===== src/hdl/ebrm_pkg.sv =====
// Shared constants and types for the ECG beat rate meter.
// Used by ecg_beat_rate_meter; depends on nothing else.
package ebrm_pkg;

  // Beats in one measured set.
  localparam int unsigned Beats = 10;

  // Field and register widths.
  localparam int unsigned SampleW  = 12;
  localparam int unsigned ThreshW  = 12;
  localparam int unsigned RefracW  = 16;
  localparam int unsigned TimeW    = 32;
  localparam int unsigned BpmW     = 16;
  localparam int unsigned CfgDataW = 16;
  localparam int unsigned CfgIdxW  = 1;

  // Reset values of the configuration registers.
  localparam logic [ThreshW-1:0] ThreshReset = ThreshW'(2350);
  localparam logic [RefracW-1:0] RefracReset = RefracW'(600);

  // Dividend of the rate division: milliseconds per minute times intervals.
  localparam int unsigned MsPerMinute = 60000;
  localparam int unsigned RateNum     = MsPerMinute * (Beats - 1);
  localparam int unsigned NumW        = $clog2(RateNum + 1);
  localparam int unsigned CntW        = $clog2(NumW);
  localparam int unsigned BeatCntW    = $clog2(Beats + 1);

  localparam logic [BpmW-1:0] BpmMax = {BpmW{1'b1}};

  // Configuration register indexes.
  typedef enum logic [CfgIdxW-1:0] {
    REG_THRESHOLD  = 1'b0,
    REG_REFRACTORY = 1'b1
  } cfg_reg_e;

  // Sequencer states.
  typedef enum logic [1:0] {
    ST_IDLE,
    ST_DIV,
    ST_DONE
  } ebrm_state_e;

endpackage


===== src/hdl/ecg_beat_rate_meter.sv =====
// Top level of the ECG beat rate meter: beat detection, set timing and an
// iterative restoring divider for the rate. Depends on ebrm_pkg.
//
// One input beat is one millisecond tick carrying a 12-bit sample and two
// lead-off flags. Ticks are taken while the sequencer is idle; a tick that
// completes a set of Beats counted heart beats starts the restoring divider,
// which resolves the NumW quotient bits (20 for ten beats) one per cycle and
// then hands the rate to the output register once it is free. While the
// divider runs the input is stalled. The result waits in its own output
// register, so the next ticks are taken while it is still stalled; only a new
// finished division waits for that register to empty. Configuration writes
// take effect at the next clock edge and are meant for idle periods only.
module ecg_beat_rate_meter
  import ebrm_pkg::*;
(
  input  logic                clk_i,
  input  logic                rst_ni,
  // Configuration write port
  input  logic                cfg_we_i,
  input  logic [CfgIdxW-1:0]  cfg_idx_i,
  input  logic [CfgDataW-1:0] cfg_wdata_i,
  // Sample channel
  input  logic                in_valid_i,
  output logic                in_stall_o,
  input  logic [SampleW-1:0]  sample_i,
  input  logic                lead_off_neg_i,
  input  logic                lead_off_pos_i,
  // Rate channel
  output logic                out_valid_o,
  input  logic                out_stall_i,
  output logic [BpmW-1:0]     bpm_o
);

  ebrm_state_e          state_q, state_d;
  logic [ThreshW-1:0]   thresh_q;
  logic [RefracW-1:0]   refrac_q;
  logic [TimeW-1:0]     tick_q;
  logic [TimeW-1:0]     first_q, first_d;
  logic [TimeW-1:0]     last_q, last_d;
  logic [BeatCntW-1:0]  beats_q, beats_d;
  logic [TimeW-1:0]     div_q;
  logic [TimeW-1:0]     rem_q;
  logic [NumW-1:0]      quot_q;
  logic [CntW-1:0]      cnt_q;
  logic                 out_valid_q;
  logic [BpmW-1:0]      bpm_q;

  logic                 in_acc;
  logic                 out_acc;
  logic                 is_beat;
  logic [TimeW-1:0]     since_last;
  logic                 refrac_over;
  logic                 set_done;
  logic                 div_start;
  logic                 load_out;
  logic [TimeW:0]       rem_sh;
  logic [TimeW+1:0]     rem_sub;
  logic                 q_bit;
  logic [BpmW-1:0]      bpm_sat;

  assign in_acc  = in_valid_i && !in_stall_o;
  assign out_acc = out_valid_q && !out_stall_i;

  // Beat test and refractory check on the current tick.
  assign is_beat     = !lead_off_neg_i && !lead_off_pos_i && (sample_i > thresh_q);
  assign since_last  = tick_q - last_q;
  assign refrac_over = since_last > TimeW'(refrac_q);

  // Set bookkeeping for an accepted tick.
  always_comb begin
    first_d  = first_q;
    last_d   = last_q;
    beats_d  = beats_q;
    set_done = 1'b0;
    if (in_acc && is_beat) begin
      if (beats_q == '0) begin
        first_d = tick_q;
        last_d  = tick_q;
        beats_d = BeatCntW'(1);
      end else if (refrac_over) begin
        last_d = tick_q;
        if (beats_q == BeatCntW'(Beats - 1)) begin
          beats_d  = '0;
          set_done = 1'b1;
        end else begin
          beats_d = beats_q + BeatCntW'(1);
        end
      end
    end
  end

  // Sequencer: next state and control.
  always_comb begin
    state_d    = state_q;
    in_stall_o = 1'b1;
    div_start  = 1'b0;
    load_out   = 1'b0;
    case (state_q)
      ST_IDLE: begin
        in_stall_o = 1'b0;
        if (in_acc && set_done) begin
          div_start = 1'b1;
          state_d   = ST_DIV;
        end
      end
      ST_DIV: begin
        if (cnt_q == '0) begin
          state_d = ST_DONE;
        end
      end
      ST_DONE: begin
        if (!out_valid_q || out_acc) begin
          load_out = 1'b1;
          state_d  = ST_IDLE;
        end
      end
      default: begin
        state_d = ST_IDLE;
      end
    endcase
  end

  // One restoring division step: shift in the next dividend bit and subtract.
  assign rem_sh  = {rem_q, quot_q[NumW-1]};
  assign rem_sub = {1'b0, rem_sh} - {2'b00, div_q};
  assign q_bit   = !rem_sub[TimeW+1];

  // A zero span leaves all quotient bits set, which saturates as well.
  assign bpm_sat = ((TimeW+1)'(quot_q) > (TimeW+1)'(BpmMax)) ? BpmMax : BpmW'(quot_q);

  // Control registers.
  always_ff @(posedge clk_i or negedge rst_ni) begin
    if (!rst_ni) begin
      state_q     <= ST_IDLE;
      thresh_q    <= ThreshReset;
      refrac_q    <= RefracReset;
      tick_q      <= '0;
      first_q     <= '0;
      last_q      <= '0;
      beats_q     <= '0;
      out_valid_q <= 1'b0;
    end else begin
      state_q  <= state_d;
      first_q  <= first_d;
      last_q   <= last_d;
      beats_q  <= beats_d;
      if (in_acc) begin
        tick_q <= tick_q + TimeW'(1);
      end
      if (cfg_we_i) begin
        case (cfg_reg_e'(cfg_idx_i))
          REG_THRESHOLD:  thresh_q <= cfg_wdata_i[ThreshW-1:0];
          REG_REFRACTORY: refrac_q <= cfg_wdata_i[RefracW-1:0];
          default: ;
        endcase
      end
      if (load_out) begin
        out_valid_q <= 1'b1;
      end else if (out_acc) begin
        out_valid_q <= 1'b0;
      end
    end
  end

  // Divider and output payload registers.
  always_ff @(posedge clk_i) begin
    if (div_start) begin
      // The completing beat is the last one, so the span ends at this tick.
      div_q  <= tick_q - first_q;
      rem_q  <= '0;
      quot_q <= NumW'(RateNum);
      cnt_q  <= CntW'(NumW - 1);
    end else if (state_q == ST_DIV) begin
      rem_q  <= q_bit ? rem_sub[TimeW-1:0] : rem_sh[TimeW-1:0];
      quot_q <= {quot_q[NumW-2:0], q_bit};
      cnt_q  <= cnt_q - CntW'(1);
    end
    if (load_out) begin
      bpm_q <= bpm_sat;
    end
  end

  assign out_valid_o = out_valid_q;
  assign bpm_o       = bpm_q;

endmodule


===== config.mk =====
export PLATFORM = sky130hd
export DESIGN_NAME = ecg_beat_rate_meter
export DESIGN_NICKNAME = d
export VERILOG_FILES = /design/src/hdl/ebrm_pkg.sv /design/src/hdl/ecg_beat_rate_meter.sv
export SDC_FILE = /design/constraint.sdc
export NUM_CORES = 1
export LEC_CHECK = 0
export ABC_CLOCK_PERIOD_IN_PS = 6100
export BUFFER_PORTS_ARGS = -buffer_cell sky130_fd_sc_hd__buf_2
export CAP_MARGIN = 20
export CORE_UTILIZATION = 48
export CTS_CLUSTER_SIZE = 30
export DETAILED_ROUTE_END_ITERATION = 7
export PLACE_DENSITY = 0.6
export SLEW_MARGIN = 10
export SYNTH_ARGS = -nofsm -noshare
export SYNTH_HDL_FRONTEND = slang
export SYNTH_SLANG_ARGS = --single-unit

===== constraint.sdc =====
create_clock -name clk_i -period 6.1 [get_ports clk_i]
set_clock_uncertainty 0.1 [all_clocks]
set_input_delay 0.915 -clock clk_i [delete_from_list [all_inputs] [get_ports clk_i]]
set_output_delay 0.915 -clock clk_i [all_outputs]
set_load 0.01 [all_outputs]

==> results.md <==
* Iter 0 DRT Violations at 648
* Crit. End Element: flip-flop
* Commonest non-fill, non-tap cells in the layout: nand2_1, inv_1, ha_1
* Leakage at 0.00792 uW
* Largest area contributor in the netlist: dfrtp_1
* Grt ovf at 0
* CP peak stage delay at 0.61 ns
* Drt total wl at 31.0 mm
* Drt first pass iters at 4
* Overall power at around 7100 uW
* First-pass GRT wire length at around 53 mm
* Setup CP Type: reg -> reg
* CP Launch Type: flip-flop
* DR vias/cell at 5.35
* All-Layer GR Usage at 0.199
* Pin count of the biggest net entering global routing at 76
* Die area at 0.0320 sq mm
* Worst slew margin at 0.500
* Post-synth top flop: dfrtp_1
* Hold WC Path Type: in -> async
* Crit path required time at 6.42 ns
* Antenna violations before repair at 0
* WP data arrival at 5.84 ns
* RSZ-0062 raised after global routing: false
* Hold buffer count at CTS at 0
* Seq cells post-synth at 236
* Area grow syn2layout at 10.1%
* Fmax at 181 MHz
* # diodes at 0
* Final ANT Viol Nets at 0
* Resized Gates After CTS at 0
* Yosys cell types at 77
* Post-synth EDFFs at 48
* Avg Inst Size Synth at 9.13 sq um
* Mapped cell area at 0.0150 sq mm
* CTS tree: yes
* Pins over their slew limit at 0
* Ports at between 50 and 60
* Standard-cell row count at 64
* Initial Util at 0.490
* Commonest non-fill, non-tap cell in the layout: nand2_1
* DP Worst Slack at 0.659 ns
* Clock sink count at 236
* Post-CTS Setup Repair Bufs at 0
* Fin cells at 2,106
* Core box area at 0.0307 sq mm
* Post-route DRC at 0
* Vias in the first global route at 10,803
* Slew of the pin with the lowest slew margin at ~0.75 ns
* CTS Buf Count at 28
* Fin. Hold Viols at 0
* Async S/R FF share, synth at 0.555
* Final setup margin at 0.586 ns
* Clock root buffer: clkbuf_16
* Via count at 11,269
* Clk buf depth at 3
* Slowest stage cell, crit path: or4b_4
* Dpl cells at 2,055
* Period minus WS final at 5.51 ns
* Reg2reg setup slack at around 0.6 ns
* Max rail drop VDD at 0.295 mV
* CP Max Fanout at 32
* Clk Latency, worst-skew pair at 0.54 ns
* Setup violations, final at 0
* Clk slew on worst S/H paths at 0.06 ns
* Synth top area share at 0.201
* Worst hold slack at 0.287 ns
* Outcome: finished clean
* Chip height at 179 microns
* Critical path, cell by cell: ha_1 > nand2_1 > or3_1 > o21a_1 > nor2_1 > nor2_1 > o21ai_0 > xor2_1 > ha_1 > nand4_1 > a2111oi_0 > a211o_1 > o21ai_0 > o2111ai_1 > nor4_1 > nand4_1 > or4b_4 > o21ai_4 > buf_12 > mux2_2
* YS warnings at 0
* H-tree levels at 1
* Leading post-synthesis cells by cell area: dfrtp_1, ha_1, edfxtp_1
* Port Buffers at 53
* Drt wl/cell at 14.7 microns
* Share of layout cells above drive strength 1 at 0.113
* Fin crit share at 0.904
* Power Density at around 430 mW/mm^2
* Nets at 1,855
* Sum Neg Setup Slack at 0 ns
* Post-synthesis sequential area ratio at 0.391
* Mapped Cells at ~1,600
* Placed wire-length estimate at 22.4 mm
* Max cap viols at 0
* Syn_nets at 1,812
* Die Span X at 179 microns
* Routability cong. at 0.853
## synthesized netlist by cell type, types with 20 or more instances
library cell / n
clkbuf_1: 41
nand3_1: 44
xnor2_1: 76
xor2_1: 30
nand4_1: 29
nand2_1: 185
dfrtp_1: 121
ha_1: 127
a211oi_1: 25
mux2i_1: 21
o211ai_1: 20
edfxtp_1: 48
dfxtp_1: 57
nand2b_1: 40
nor2_1: 111
a21o_1: 35
a21oi_1: 107
mux2_2: 21
inv_1: 159
mux2_4: 28
o21ai_0: 114
## power by group
part | internal [uW] | switching, uW
combinational | 1470 | 1830
sequential | 1960 | 227
clock | 912 | 661
## path summary, 6_finish.rpt
kind	startpoint	end	cells past startpoint
max	tick_q[8]$_DFFE_PN0P_	last_q[31]$_DFFE_PN0P_	20
min	rst_ni	first_q[25]$_DFFE_PN0P_	1
max reg2reg	tick_q[8]$_DFFE_PN0P_	last_q[31]$_DFFE_PN0P_	20
min reg2reg	quot_q[0]$_SDFFE_PP0P_	quot_q[0]$_SDFFE_PP0P_	2
max in group asynchronous	rst_ni	thresh_q[10]$_DFFE_PN0P_	2
min in group clk_i	quot_q[0]$_SDFFE_PP0P_	quot_q[0]$_SDFFE_PP0P_	2
## worst max-delay path: cells and delay by family, from the launching register on
family                     cells  cell delay (ns)
AOI/OAI and AO/OA              7             1.46
xor gates and xnor gates       1             0.20
adders and majority gates      2             0.74
buffers and inverters          1             0.26
DFF                            1             0.46
muxes                          1             0.36
and+or+nand+nor                8             1.74
## metal layers
layer / global-route usage / up-vias / part of all wire
met5: 0 / - / 0
met4: 0.0420 / 0 / 0.018
met3: 0.0274 / 39 / 0.030
met2: 0.323 / 143 / 0.45
met1: 0.282 / 5243 / 0.50
li1: - / 5844 / -
## area by class of cell
type	instances	area, sq um
Fill cell	2877	14100
Multi-Input combinational cell	1194	8310
Sequential cell	236	5870
Clock buffer	36	792
Inverter	161	604
Tap cell	396	495
Timing Repair Buffer	68	397
Clock inverter	15	81.3
## stage by stage
step           cell area (sq um)   util
2_1_floorplan              15000      -
3_3_place_gp               15700  0.511
3_5_place_dp               15700  0.511
4_1_cts                    16600  0.540
5_1_grt                    16600  0.540
6_report                   16600  0.540
## kinds of logic after synthesis
| logic type | share of synthesized area |
|---|---|
| and+or+nand+nor | 0.149 |
| AOI/OAI and AO/OA | 0.173 |
| DFF | 0.391 |
| buffers and inverters | 0.0583 |
| adders and majority gates | 0.110 |
| xor gates and xnor gates | 0.0618 |
| muxes | 0.0577 |
## sequential cells by signal, indices dropped and copies added, names as in the netlist, 5 cells and up
| signal | flops |
|---|---|
| div_q | 32 |
| first_q | 32 |
| last_q | 32 |
| rem_q | 32 |
| tick_q | 32 |
| quot_q | 20 |
| bpm_o | 16 |
| refrac_q | 16 |
| thresh_q | 12 |
| cnt_q | 5 |
(Power assumes the default switching activity.)
